[src/rtl/mfdf_pkg.sv]
// ============================================================================
// mfdf_pkg - shared types and constants of the mesh flood duplicate filter
// Status codes, register indexes, reset values, controller states and the
// control bundle that drives the ring of ID cells.
// ============================================================================
package mfdf_pkg;

  localparam int ID_W       = 32;
  localparam int TIME_W     = 32;
  localparam int TYPE_W     = 8;
  localparam int COLOR_W    = 8;
  localparam int HOLDOFF_W  = 16;
  localparam int CFG_IDX_W  = 2;
  localparam int CFG_DATA_W = 16;

  // Register indexes of the configuration port
  localparam logic [CFG_IDX_W-1:0] REG_HOLDOFF   = 2'd0;
  localparam logic [CFG_IDX_W-1:0] REG_SET_TYPE  = 2'd1;
  localparam logic [CFG_IDX_W-1:0] REG_SYNC_TYPE = 2'd2;

  // Register reset values
  localparam logic [HOLDOFF_W-1:0] HOLDOFF_RST   = 16'd500;
  localparam logic [TYPE_W-1:0]    SET_TYPE_RST  = 8'd0;
  localparam logic [TYPE_W-1:0]    SYNC_TYPE_RST = 8'd1;

  // Input operation codes
  localparam logic OP_RX        = 1'b0;
  localparam logic OP_LOCAL_SET = 1'b1;

  typedef enum logic [2:0] {
    ST_SET_APPLIED  = 3'd0,
    ST_SYNC_APPLIED = 3'd1,
    ST_SYNC_HELD    = 3'd2,
    ST_DUPLICATE    = 3'd3,
    ST_BAD_LENGTH   = 3'd4,
    ST_UNKNOWN      = 3'd5,
    ST_LOCAL_SET    = 3'd6
  } status_e;

  typedef enum logic [1:0] {
    S_IDLE,
    S_SCAN,
    S_FINISH
  } fsm_e;

  // Control bundle from the controller to the ring
  typedef struct packed {
    logic            shift;
    logic            wr_en;
    logic [ID_W-1:0] wr_id;
  } ring_ctrl_t;

  // One accepted input beat
  typedef struct packed {
    logic               op;
    logic               length_ok;
    logic [TYPE_W-1:0]  msg_type;
    logic [COLOR_W-1:0] color_value;
    logic [ID_W-1:0]    message_id;
    logic [TIME_W-1:0]  now_ms;
  } item_t;

  // One result beat
  typedef struct packed {
    status_e            status;
    logic               apply_color;
    logic [COLOR_W-1:0] color_out;
    logic               rebroadcast;
  } res_t;

endpackage

[src/rtl/mfdf_if.sv]
// ============================================================================
// mfdf_if - handshake channels of the mesh flood duplicate filter
// Input message channel and result channel, valid/ready with payload.
// ============================================================================
interface mfdf_in_if
  import mfdf_pkg::*;
();
  logic               valid;
  logic               ready;
  logic               op;
  logic               length_ok;
  logic [TYPE_W-1:0]  msg_type;
  logic [COLOR_W-1:0] color_value;
  logic [ID_W-1:0]    message_id;
  logic [TIME_W-1:0]  now_ms;

  modport source (
    output valid, op, length_ok, msg_type, color_value, message_id, now_ms,
    input  ready
  );
  modport sink (
    input  valid, op, length_ok, msg_type, color_value, message_id, now_ms,
    output ready
  );
endinterface

interface mfdf_out_if
  import mfdf_pkg::*;
();
  logic               valid;
  logic               ready;
  logic [2:0]         status;
  logic               apply_color;
  logic [COLOR_W-1:0] color_out;
  logic               rebroadcast;

  modport source (
    output valid, status, apply_color, color_out, rebroadcast,
    input  ready
  );
  modport sink (
    input  valid, status, apply_color, color_out, rebroadcast,
    output ready
  );
endinterface

[src/rtl/mfdf_cell.sv]
// ============================================================================
// mfdf_cell - one ID cell of the ring
// Holds one stored message ID; loads the neighbor's ID on shift, or a new
// ID on a direct write.
// ============================================================================
module mfdf_cell
  import mfdf_pkg::*;
(
  input  logic            clk_i,
  input  logic            shift_i,
  input  logic [ID_W-1:0] shift_id_i,
  input  logic            wr_en_i,
  input  logic [ID_W-1:0] wr_id_i,
  output logic [ID_W-1:0] id_o
);

  logic [ID_W-1:0] id_d, id_q;

  always_comb begin
    id_d = id_q;
    if (wr_en_i) begin
      id_d = wr_id_i;
    end else if (shift_i) begin
      id_d = shift_id_i;
    end
  end

  always_ff @(posedge clk_i) begin
    id_q <= id_d;
  end

  assign id_o = id_q;

endmodule

[src/rtl/mfdf_ring.sv]
// ============================================================================
// mfdf_ring - ring of ID cells
// Rotates the stored IDs one cell per shift so that every cell passes the
// head in turn; decodes a direct write to one cell.
// ============================================================================
module mfdf_ring
  import mfdf_pkg::*;
#(
  parameter int ID_CAPACITY = 64,
  localparam int IDX_W = (ID_CAPACITY > 1) ? $clog2(ID_CAPACITY) : 1
) (
  input  logic             clk_i,
  input  ring_ctrl_t       ctrl_i,
  input  logic [IDX_W-1:0] wr_idx_i,
  output logic [ID_W-1:0]  head_id_o
);

  logic [ID_W-1:0] cell_id [ID_CAPACITY];

  for (genvar i = 0; i < ID_CAPACITY; i++) begin : g_cell
    logic cell_wr;
    assign cell_wr = ctrl_i.wr_en && (wr_idx_i == IDX_W'(i));

    // cell i takes from cell i+1; the last cell closes the ring
    mfdf_cell u_cell (
      .clk_i      (clk_i),
      .shift_i    (ctrl_i.shift),
      .shift_id_i (cell_id[(i + 1) % ID_CAPACITY]),
      .wr_en_i    (cell_wr),
      .wr_id_i    (ctrl_i.wr_id),
      .id_o       (cell_id[i])
    );
  end

  assign head_id_o = cell_id[0];

endmodule

[src/rtl/mesh_flood_duplicate_filter.sv]
// ============================================================================
// mesh_flood_duplicate_filter - duplicate suppression for flood-mesh messages
// Seen-ID ring with smallest-ID eviction, color set/sync with holdoff.
// ============================================================================
// A received message of correct length goes through these steps between one
// accept and the next: the beat is taken, the ring of ID cells rotates once
// through all ID_CAPACITY cells while the head cell is compared with the
// message ID and the running minimum, and the finish state writes the store
// and registers the result. A local-set event or a wrong-length message skips
// the rotation and goes straight from accept to the finish state. The result
// sits in an output register; the next beat is taken while it waits, and the
// finish state holds until that register is free. Stored IDs fill cells
// 0 upward and are never removed, only replaced, so a fill count marks which
// cells hold an ID and the store needs no clearing after reset. Configuration
// writes are meant for when the block is idle.
module mesh_flood_duplicate_filter
  import mfdf_pkg::*;
#(
  parameter int ID_CAPACITY = 64
) (
  input  logic                  clk_i,
  input  logic                  rst_ni,
  mfdf_in_if.sink               msg_i,
  mfdf_out_if.source            res_o,
  input  logic                  cfg_we_i,
  input  logic [CFG_IDX_W-1:0]  cfg_idx_i,
  input  logic [CFG_DATA_W-1:0] cfg_data_i
);

  localparam int IDX_W = (ID_CAPACITY > 1) ? $clog2(ID_CAPACITY) : 1;
  localparam int CNT_W = $clog2(ID_CAPACITY + 1);

  // --------------------------------------------------------------------------
  // Configuration registers
  // --------------------------------------------------------------------------
  logic [HOLDOFF_W-1:0] holdoff_q;
  logic [TYPE_W-1:0]    set_type_q;
  logic [TYPE_W-1:0]    sync_type_q;

  always_ff @(posedge clk_i or negedge rst_ni) begin
    if (!rst_ni) begin
      holdoff_q   <= HOLDOFF_RST;
      set_type_q  <= SET_TYPE_RST;
      sync_type_q <= SYNC_TYPE_RST;
    end else if (cfg_we_i) begin
      unique case (cfg_idx_i)
        REG_HOLDOFF:   holdoff_q   <= cfg_data_i[HOLDOFF_W-1:0];
        REG_SET_TYPE:  set_type_q  <= cfg_data_i[TYPE_W-1:0];
        REG_SYNC_TYPE: sync_type_q <= cfg_data_i[TYPE_W-1:0];
        default: ; // drop writes to unused indexes
      endcase
    end
  end

  // --------------------------------------------------------------------------
  // Controller state
  // --------------------------------------------------------------------------
  fsm_e             state_d, state_q;
  item_t            item_d, item_q;
  logic [IDX_W-1:0] step_d, step_q;
  logic [CNT_W-1:0] count_d, count_q;
  logic             hit_d, hit_q;
  logic [ID_W-1:0]  min_d, min_q;
  logic [IDX_W-1:0] min_idx_d, min_idx_q;
  logic [TIME_W-1:0] last_set_d, last_set_q;
  logic             out_valid_d, out_valid_q;
  res_t             res_d, res_q;

  ring_ctrl_t       ring_ctrl;
  logic [IDX_W-1:0] wr_idx;
  logic [ID_W-1:0]  head_id;

  logic              in_fire;
  logic              commit;
  logic              head_valid;
  logic              last_step;
  logic              full;
  logic [TIME_W-1:0] expiry;
  res_t              res_new;

  mfdf_ring #(
    .ID_CAPACITY (ID_CAPACITY)
  ) u_ring (
    .clk_i     (clk_i),
    .ctrl_i    (ring_ctrl),
    .wr_idx_i  (wr_idx),
    .head_id_o (head_id)
  );

  assign msg_i.ready = (state_q == S_IDLE);
  assign in_fire     = msg_i.valid && msg_i.ready;

  // At scan step k the head holds cell k; cells below the fill count hold IDs
  assign head_valid = CNT_W'(step_q) < count_q;
  assign last_step  = (step_q == IDX_W'(ID_CAPACITY - 1));
  assign full       = (count_q == CNT_W'(ID_CAPACITY));
  assign expiry     = last_set_q + TIME_W'(holdoff_q);

  // Finish only when the output register is free or being emptied
  assign commit = (state_q == S_FINISH) && (!out_valid_q || res_o.ready);

  // Result of the held item, valid in the finish cycle
  always_comb begin
    res_new             = '0;
    res_new.status      = ST_UNKNOWN;
    priority if (item_q.op == OP_LOCAL_SET) begin
      res_new.status = ST_LOCAL_SET;
    end else if (!item_q.length_ok) begin
      res_new.status = ST_BAD_LENGTH;
    end else if (hit_q) begin
      res_new.status = ST_DUPLICATE;
    end else if (item_q.msg_type == set_type_q) begin
      // equal set and sync codes resolve as a set
      res_new.status      = ST_SET_APPLIED;
      res_new.apply_color = 1'b1;
      res_new.color_out   = item_q.color_value;
      res_new.rebroadcast = 1'b1;
    end else if (item_q.msg_type == sync_type_q) begin
      if (expiry < item_q.now_ms) begin
        res_new.status      = ST_SYNC_APPLIED;
        res_new.apply_color = 1'b1;
        res_new.color_out   = item_q.color_value;
      end else begin
        res_new.status = ST_SYNC_HELD;
      end
    end else begin
      res_new.status = ST_UNKNOWN;
    end
  end

  // Next state and datapath control
  always_comb begin
    state_d     = state_q;
    item_d      = item_q;
    step_d      = step_q;
    count_d     = count_q;
    hit_d       = hit_q;
    min_d       = min_q;
    min_idx_d   = min_idx_q;
    last_set_d  = last_set_q;
    out_valid_d = out_valid_q;
    res_d       = res_q;

    ring_ctrl       = '0;
    ring_ctrl.wr_id = item_q.message_id;
    wr_idx          = min_idx_q;

    // drain the output register
    if (out_valid_q && res_o.ready) begin
      out_valid_d = 1'b0;
    end

    unique case (state_q)
      S_IDLE: begin
        if (in_fire) begin
          item_d.op          = msg_i.op;
          item_d.length_ok   = msg_i.length_ok;
          item_d.msg_type    = msg_i.msg_type;
          item_d.color_value = msg_i.color_value;
          item_d.message_id  = msg_i.message_id;
          item_d.now_ms      = msg_i.now_ms;
          step_d             = '0;
          hit_d              = 1'b0;
          // local sets and bad lengths leave the store alone
          if ((msg_i.op == OP_LOCAL_SET) || !msg_i.length_ok) begin
            state_d = S_FINISH;
          end else begin
            state_d = S_SCAN;
          end
        end
      end

      S_SCAN: begin
        // rotate every cycle; after a full turn the ring is back in place
        ring_ctrl.shift = 1'b1;
        if (head_valid) begin
          if (head_id == item_q.message_id) begin
            hit_d = 1'b1;
          end
          if ((step_q == '0) || (head_id < min_q)) begin
            min_d     = head_id;
            min_idx_d = step_q;
          end
        end
        if (last_step) begin
          state_d = S_FINISH;
        end else begin
          step_d = step_q + IDX_W'(1);
        end
      end

      S_FINISH: begin
        if (commit) begin
          if ((item_q.op == OP_RX) && item_q.length_ok && !hit_q) begin
            if (!full) begin
              // append at the first free cell
              ring_ctrl.wr_en = 1'b1;
              wr_idx          = count_q[IDX_W-1:0];
              count_d         = count_q + CNT_W'(1);
            end else if (min_q < item_q.message_id) begin
              // evict the smallest stored ID
              ring_ctrl.wr_en = 1'b1;
            end
          end
          if ((res_new.status == ST_LOCAL_SET) || (res_new.status == ST_SET_APPLIED)) begin
            last_set_d = item_q.now_ms;
          end
          res_d       = res_new;
          out_valid_d = 1'b1;
          state_d     = S_IDLE;
        end
      end

      default: begin
        state_d = S_IDLE;
      end
    endcase
  end

  always_ff @(posedge clk_i or negedge rst_ni) begin
    if (!rst_ni) begin
      state_q     <= S_IDLE;
      step_q      <= '0;
      count_q     <= '0;
      hit_q       <= 1'b0;
      last_set_q  <= '0;
      out_valid_q <= 1'b0;
    end else begin
      state_q     <= state_d;
      step_q      <= step_d;
      count_q     <= count_d;
      hit_q       <= hit_d;
      last_set_q  <= last_set_d;
      out_valid_q <= out_valid_d;
    end
  end

  // payload registers, no reset
  always_ff @(posedge clk_i) begin
    item_q    <= item_d;
    min_q     <= min_d;
    min_idx_q <= min_idx_d;
    res_q     <= res_d;
  end

  assign res_o.valid       = out_valid_q;
  assign res_o.status      = res_q.status;
  assign res_o.apply_color = res_q.apply_color;
  assign res_o.color_out   = res_q.color_out;
  assign res_o.rebroadcast = res_q.rebroadcast;

endmodule

[src/flat_wrapper.sv]
// flat-port wrapper written by rule: the top's interface ports become plain ports
module mesh_flood_duplicate_filter_flat import mfdf_pkg::*;
#(
  parameter int ID_CAPACITY = 64
)
  (clk_i, rst_ni, cfg_we_i, cfg_idx_i, cfg_data_i, msg_i_valid, msg_i_op, msg_i_length_ok, msg_i_msg_type, msg_i_color_value, msg_i_message_id, msg_i_now_ms, msg_i_ready, res_o_valid, res_o_status, res_o_apply_color, res_o_color_out, res_o_rebroadcast, res_o_ready);
  mfdf_in_if msg_i_i ();
  mfdf_out_if res_o_i ();
  input  logic clk_i;
  input  logic rst_ni;
  input  logic cfg_we_i;
  input  logic [CFG_IDX_W-1:0] cfg_idx_i;
  input  logic [CFG_DATA_W-1:0] cfg_data_i;
  input wire logic [$bits(msg_i_i.valid)-1:0] msg_i_valid;
  input wire logic [$bits(msg_i_i.op)-1:0] msg_i_op;
  input wire logic [$bits(msg_i_i.length_ok)-1:0] msg_i_length_ok;
  input wire logic [$bits(msg_i_i.msg_type)-1:0] msg_i_msg_type;
  input wire logic [$bits(msg_i_i.color_value)-1:0] msg_i_color_value;
  input wire logic [$bits(msg_i_i.message_id)-1:0] msg_i_message_id;
  input wire logic [$bits(msg_i_i.now_ms)-1:0] msg_i_now_ms;
  output wire logic [$bits(msg_i_i.ready)-1:0] msg_i_ready;
  output wire logic [$bits(res_o_i.valid)-1:0] res_o_valid;
  output wire logic [$bits(res_o_i.status)-1:0] res_o_status;
  output wire logic [$bits(res_o_i.apply_color)-1:0] res_o_apply_color;
  output wire logic [$bits(res_o_i.color_out)-1:0] res_o_color_out;
  output wire logic [$bits(res_o_i.rebroadcast)-1:0] res_o_rebroadcast;
  input wire logic [$bits(res_o_i.ready)-1:0] res_o_ready;
  assign msg_i_i.valid = msg_i_valid;
  assign msg_i_i.op = msg_i_op;
  assign msg_i_i.length_ok = msg_i_length_ok;
  assign msg_i_i.msg_type = msg_i_msg_type;
  assign msg_i_i.color_value = msg_i_color_value;
  assign msg_i_i.message_id = msg_i_message_id;
  assign msg_i_i.now_ms = msg_i_now_ms;
  assign msg_i_ready = msg_i_i.ready;
  assign res_o_valid = res_o_i.valid;
  assign res_o_status = res_o_i.status;
  assign res_o_apply_color = res_o_i.apply_color;
  assign res_o_color_out = res_o_i.color_out;
  assign res_o_rebroadcast = res_o_i.rebroadcast;
  assign res_o_i.ready = res_o_ready;
  mesh_flood_duplicate_filter #(.ID_CAPACITY(ID_CAPACITY)) u_core (.clk_i(clk_i), .rst_ni(rst_ni), .msg_i(msg_i_i), .res_o(res_o_i), .cfg_we_i(cfg_we_i), .cfg_idx_i(cfg_idx_i), .cfg_data_i(cfg_data_i));
endmodule
[config.mk]
export PLATFORM = sky130hd
export DESIGN_NAME = mesh_flood_duplicate_filter_flat
export DESIGN_NICKNAME = d
export VERILOG_FILES = /design/src/rtl/mfdf_pkg.sv /design/src/rtl/mfdf_if.sv /design/src/rtl/mfdf_cell.sv /design/src/rtl/mfdf_ring.sv /design/src/rtl/mesh_flood_duplicate_filter.sv /design/src/flat_wrapper.sv
export SDC_FILE = /design/constraint.sdc
export NUM_CORES = 2
export LEC_CHECK = 0
export ABC_AREA = 1
export BUFFER_PORTS_ARGS = -buffer_cell sky130_fd_sc_hd__buf_2
export CAP_MARGIN = 30
export CORE_MARGIN = 10
export CORE_UTILIZATION = 30
export CTS_CLUSTER_SIZE = 30
export DETAILED_ROUTE_END_ITERATION = 10
export GPL_TIMING_DRIVEN = 1
export PLACE_DENSITY = 0.45
export SLEW_MARGIN = 30
export SYNTH_ARGS = -nofsm -noshare
export SYNTH_HDL_FRONTEND = slang
export SYNTH_SLANG_ARGS = --single-unit
[constraint.sdc]
create_clock -name clk_i -period 8.45 [get_ports clk_i]
set_input_delay 1.2675 -clock clk_i [delete_from_list [all_inputs] [get_ports clk_i]]
set_output_delay 1.2675 -clock clk_i [all_outputs]
set_load 0.01 [all_outputs]
# Word level (Yosys, flattened, before mapping)
# Index checks and enable logic that the tools add are counted.
# word_totals
register_bits,2262
input_bits,105
# op_classes
bitwise,3
muxes,162
n_lt_le_gt_ge,4
n_reduce_logical,158
n_eq_ne,79
add_sub_neg,3
# ops
op,n
$mux 32,128
$eq 6x6->1 const B,33
$reduce_bool 2->1,65
$eq 6x5->1 const B,16
$lt 32x32->1,3
$logic_and 1x1->1,69
$eq 6x4->1 const B,8
$mux 6,6
$add 32x16->32,1
$eq 32x32->1,1
$eq 6x3->1 const B,4
$mux 9,2
$eq 8x8->1,2
$mux 1,13
$eq 6x2->1 const B,2
$logic_not 6->1,2
$mux 12,1
$mux 3,4
$pmux 6 s2,1
$reduce_and 3->1,4
$mux 2,5
$reduce_and 2->1,5
$ne 2x1->1 const B,4
$reduce_and 4->1,2
other kinds (17),28

# Logic depth before layout (Yosys ltp)
# depth
word_depth,11
ltp_mapped,33
mapped_depth_nobuf,32

# By module
# A second synthesis with hierarchy kept.
# hier_totals
cells_unflattened,10057
area_unflattened_um2,101966.5
# by_module_without_submodules
mod,n_inst,cells_each,area_per_inst_um2,seq_area_each_um2
mfdf_cell,64,137,1401.3,960.9
mesh_flood_duplicate_filter,1,1185,11835.1,6029.5
mfdf_ring,1,104,445.4,0.0

# Worst setup path before layout
# Ideal clock, no wire load.
# synth_path
kind,register to register
start,reg u_core.last_set_q[0]
end,reg u_core.last_set_q[10]
setup_ps,66
arrival_ps,4191
path_stages_with_launch,32
synth_period_minus_slack_ps,4257
setup_slack_ps,4193
required_ps,8384
cell_sequence,dfrtp_1 > ha_1 > inv_1 > fa_1 > o21ai_0 > nand3_1 > nand2_1 > nand2_1 > nand2_1 > inv_1 > o21ai_0 > nand2_1 > nor2_1 > nand2_1 > nor2_1 > xor2_1 > ha_1 > nand2_1 > nor2_1 > nand4_1 > nor4_1 > nand2_1 > nand2_1 > nand2_1 > nand2_1 > nand2_1 > nand2_1 > nand2_1 > nor2_1 > clkbuf_1 > nand3_1 > nand2_1
# synth_via
elab_chain_len,11
elab_cells_between_ends,12
classes_between,add/sub: 1; order compare: 1; eq/ne: 1; mux: 6; reduce/logical: 3
# synth_rtl
item,line,text
start: declaration,mesh_flood_duplicate_filter.sv:65,"logic [TIME_W-1:0] last_set_d, last_set_q;"
start signal: assignment,mesh_flood_duplicate_filter.sv:233,last_set_q <= last_set_d;
$add 32x16->32 *,mesh_flood_duplicate_filter.sv:97,assign expiry = last_set_q + TIME_W'(holdoff_q);
$lt 32x32->1 *,mesh_flood_duplicate_filter.sv:119,if (expiry < item_q.now_ms) begin
$mux 2 *,mesh_flood_duplicate_filter.sv:119,
$mux 3 *,mesh_flood_duplicate_filter.sv:118,end else if (item_q.msg_type == sync_type_q) begin
$mux 12 *,mesh_flood_duplicate_filter.sv:112,end else if (item_q.msg_type == set_type_q) begin
$mux 3 *,mesh_flood_duplicate_filter.sv:110,end else if (hit_q) begin
$mux 3 *,mesh_flood_duplicate_filter.sv:108,end else if (!item_q.length_ok) begin
$mux 3 *,mesh_flood_duplicate_filter.sv:106,priority if (item_q.op == OP_LOCAL_SET) begin
$eq 3x3->1 or $logic_not 3->1 (tied branches),mesh_flood_duplicate_filter.sv:205,if ((res_new.status == ST_LOCAL_SET) || (res_new.status == ST_SET_APPLIED)) begin
$logic_or 1x1->1 *,mesh_flood_duplicate_filter.sv:205,
$reduce_and 3->1 (no source line) *,-,
# Mark *: on every way between the ends. The rest lies on a longest branch, timed or not.
# A chain may end at the register's enable or synchronous reset.

# Final worst setup path
# layout_path
start,reg u_core.holdoff_q[0]
end,reg u_core.last_set_q[2]
# layout_via
elab_chain_len,11
elab_cells_between_ends,12
classes_between,add/sub: 1; order compare: 1; eq/ne: 1; mux: 6; reduce/logical: 3
# layout_rtl
item,line,text
start: declaration,mesh_flood_duplicate_filter.sv:36,logic [HOLDOFF_W-1:0] holdoff_q;
start signal: assignment,mesh_flood_duplicate_filter.sv:47,REG_HOLDOFF: holdoff_q <= cfg_data_i[HOLDOFF_W-1:0];
$add 32x16->32 *,mesh_flood_duplicate_filter.sv:97,
$lt 32x32->1 *,mesh_flood_duplicate_filter.sv:119,
$mux 2 *,mesh_flood_duplicate_filter.sv:119,
$mux 3 *,mesh_flood_duplicate_filter.sv:118,
$mux 12 *,mesh_flood_duplicate_filter.sv:112,
$mux 3 *,mesh_flood_duplicate_filter.sv:110,
$mux 3 *,mesh_flood_duplicate_filter.sv:108,
$mux 3 *,mesh_flood_duplicate_filter.sv:106,
$eq 3x3->1 or $logic_not 3->1 (tied branches),mesh_flood_duplicate_filter.sv:205,
$logic_or 1x1->1 *,mesh_flood_duplicate_filter.sv:205,
$reduce_and 3->1 (no source line) *,-,
# Marked as above.

==> reports/qor.yml <==
clock_network:
  cts_sinks: 2262
  cts_hold_buf: 0
  post-cts-setup-buffer-count: 0
  clockBufferDepth: 4
  cts_resized: 0
  cts-buffers-inserted: 267
  clock-root-buffer: "clkbuf_16"
  clkTransAtPathRegs_ps: 60
  insertion_delay_ps: 860
  cts_tree: "built"
  cts-htree-levels: 5
grt:
  top_usage_layer: "met2"
  grt_use_met1_pct: 20.9
  met3_usage_pct: 2.48
  track_usage_pct: 16.0
  grt_pass1_vias: 62303
  grt-ovfl-total: 0
  antenna_found_initial: 10
  grt_pass1_wl_um: 424000
  met2_usage_pct: 27.9
  grt_max_degree: 66
power_and_ir_drop:
  switching_share_pct: 30.5
  combPwrFrac_pct: 18.6
  p_clk_share_pct: 32.3
  total_power_mw: 33.9
  p_per_area_nw_per_um2: 314
  power_frac_seq_pct: 49.1
  leakagePower_nw: 41.1
  p_int_mw: 23.6
  switching_power_mw: 10.3
  ir_drop_uv: 178
routing:
  post_drt_wl_per_cell_um: 23.1
  drc_errors: 0
  postRouteAntennaNets: 0
  drt_iter0_drc: 5922
  route.vias.total: 62420
  vias_per_cell: 4.96
  firstDrtPassIters: 5
  totalWireLength_um: 290000
yosys:
  synth_top_area_share_pct: 67.7
  syn_inst: 8230
  synth_warnings: 0
  synth_nets: 8454
  synth_top_area_cell: "edfxtp_1"
  ys_top_cells_by_area: "edfxtp_1 68%, nand2_1 9.4%, o21ai_1 6.4%"
  yosysMostFrequentCell: "nand2_1"
  synth_ff_type: "edfxtp_1"
  syn-mean-instance-area_um2: 11.8
  synth-edff-count: 2181
  syn_area_um2: 96800
  synth-seq-cells: 2262
  ys_types: 47
  yosysSeqAreaShare_pct: 69.8
  async_flop_share_pct: 3.58
  ys_top_cells_by_count: "2412 x nand2_1, 2181 x edfxtp_1, 1231 x o21ai_1"
flow_run:
  cap_violations: 0
sta:
  drv_slew: 0
  fin_skew_ps: 61.7
  hold_slack_ps: 345
  tns_ps: 0
  fmax_ghz: 0.182
  max-slew-margin-rel_pct: 34.7
  tightest_slew_ps: 980
  min_period_over_period_pct: 64.9
  hold_viol_final: 0
  fin_crit_ps: 5480
  setup_violations: 0
  grt_setup_unrepaired: "no"
setup_path:
  r2r-end: "u_core.last_set_q[2]"
  cp-end-kind: "flip-flop"
  critPathMaxStageDelay_ps: 460
  critPathKind: "reg2reg"
  cp.required_ps: 9200
  cp.arrival_ps: 6230
  reg2reg_setup_slack_ps: 2970
  startpoint_type: "flip-flop"
  critical_path.max_fanout: 21
  critPathMostFrequentCell: "nand2_1"
  startpoint: "u_core.holdoff_q[0]"
  reg2reg_depth: 31
  cp_slowest_cell: "nor2_2"
  endpoint: "u_core.last_set_q[2]"
  r2r_start: "u_core.holdoff_q[0]"
layout:
  syn_to_final_growth_pct: 11.5
  nets: 8298
  final_cell_area_um2: 108000
  drive_gt1_share_pct: 10.3
  utilization_pct: 33.6
placement:
  io_buffers: 119
  dpl_cell_area_um2: 99700
  dp_hpwl_um: 176000
  globalplace.congestion: 0.819
floorplan:
  dieArea_um2: 346000
  dieWidth_um: 588
  start_util_pct: 30.1
  core-area_um2: 321000
  rows: 208
  num_io_pins: 120
  die_h_um: 588
status:
  outcome: "complete, no violations"
hold_path:
  min_path_type: "in2async"
[how the worst min path moves through the flow]
stage,endpoint,slack [ps],cells after the start
final,u_core.count_q[5],340,1
after global routing,u_core.count_q[5],310,1
after CTS,u_core.count_q[4],290,1
after detailed placement,u_core.last_set_q[5],470,2
after global placement,u_core.last_set_q[3],480,2
after floorplan,u_core.last_set_q[0],450,2
[cell type report]
| cell class | count | area (um2) |
|---|---|---|
| fill | 32191 | 213000 |
| sequential | 2262 | 67500 |
| multi-input combinational | 5064 | 24200 |
| clock buffer | 351 | 7230 |
| tap | 4305 | 5390 |
| timing repair buffer | 277 | 1810 |
| clock inverter | 117 | 856 |
| inverter | 202 | 842 |
| antenna | 4 | 10.0 |
[cells by family (layout without fill, tap and decap cells)]
| logic type | Yosys count | in the layout | share of synthesized area, % |
|---|---|---|---|
| AO/OA/AOI/OAI | 2202 | 2202 | 11.8 |
| adder cells (fa/ha/maj) | 119 | 119 | 1.55 |
| XOR/XNOR | 72 | 72 | 0.652 |
| other | 0 | 4 | 0 |
| buffers and inverters | 904 | 947 | 5.51 |
| AND/OR/NAND/NOR | 2663 | 2663 | 10.7 |
| flip-flops | 2262 | 2262 | 69.8 |
| multiplexers | 8 | 8 | 0.0931 |
[flip-flops by register name, summed over array words and instances (netlist names), 7 cells and up]
register,cells
u_core.res_o.color_out,8
u_core.sync_type_q,8
u_core.count_q,7
u_core.last_set_q,32
u_core.u_ring.g_cell.u_cell.id_o,2048
u_core.holdoff_q,16
u_core.set_type_q,8
u_core.item_q,82
u_core.min_q,32
[power groups by stage]
stage / Combinational, mW / Clock (mW) / Sequential, mW
global placement: 6.35 / 0 / 16.9
floorplan: 3.87 / 0 / 16.4
global route: 7.02 / 11.6 / 16.8
finish: 6.32 / 10.9 / 16.6
detailed placement: 6.39 / 0 / 16.8
CTS: 6.42 / 11.2 / 16.7
[critical path: cells and delay by family, from the launching register on]
kind / cells / cell delay [ps]
flip-flops: 1 / 350
AND/OR/NAND/NOR: 22 / 2940
buffers and inverters: 3 / 480
adder cells (fa/ha/maj): 3 / 860
AO/OA/AOI/OAI: 2 / 670
XOR/XNOR: 1 / 80
[metal layers]
metal	up-vias	share of wire [%]
li1	28610	-
met2	1723	50
met1	31655	43
met4	4	2.7
met3	428	5.1
met5	-	0.0093
[stage by stage]
step | worst slack [ps] | std cells
2_1_floorplan | 4190 | 8230
3_3_place_gp | 2440 | 12109
3_5_place_dp | 2420 | 12110
4_1_cts | 2910 | 12578
5_1_grt | 2270 | 12579
6_report | 2970 | 12582
[layout by cell type, fill, tap and decap left out, types with 9 or more instances in the layout]
| master | Yosys | layout |
|---|---|---|
| o21ai_2 | 71 | 71 |
| inv_1 | 192 | 159 |
| nor3_1 | 17 | 17 |
| clkbuf_16 | 0 | 276 |
| buf_4 | 109 | 156 |
| nor2_1 | 107 | 106 |
| o21ai_1 | 1231 | 1231 |
| or2_2 | 9 | 9 |
| clkinv_1 | 0 | 66 |
| xnor2_1 | 38 | 38 |
| nand2_1 | 2412 | 2340 |
| o21ai_0 | 796 | 796 |
| bufinv_16 | 0 | 10 |
| dfrtp_1 | 74 | 74 |
| nand2_4 | 1 | 17 |
| edfxtp_1 | 2181 | 2181 |
| clkbuf_1 | 307 | 71 |
| inv_4 | 0 | 29 |
| nand3_1 | 58 | 58 |
| inv_6 | 0 | 10 |
| clkinv_2 | 2 | 26 |
| ha_1 | 118 | 118 |
| nand2_2 | 18 | 74 |
| xor2_1 | 34 | 34 |
| buf_2 | 98 | 118 |
| a21oi_1 | 77 | 76 |
| nand4_1 | 23 | 23 |
Note: power is estimated with default switching activity, not from simulation.
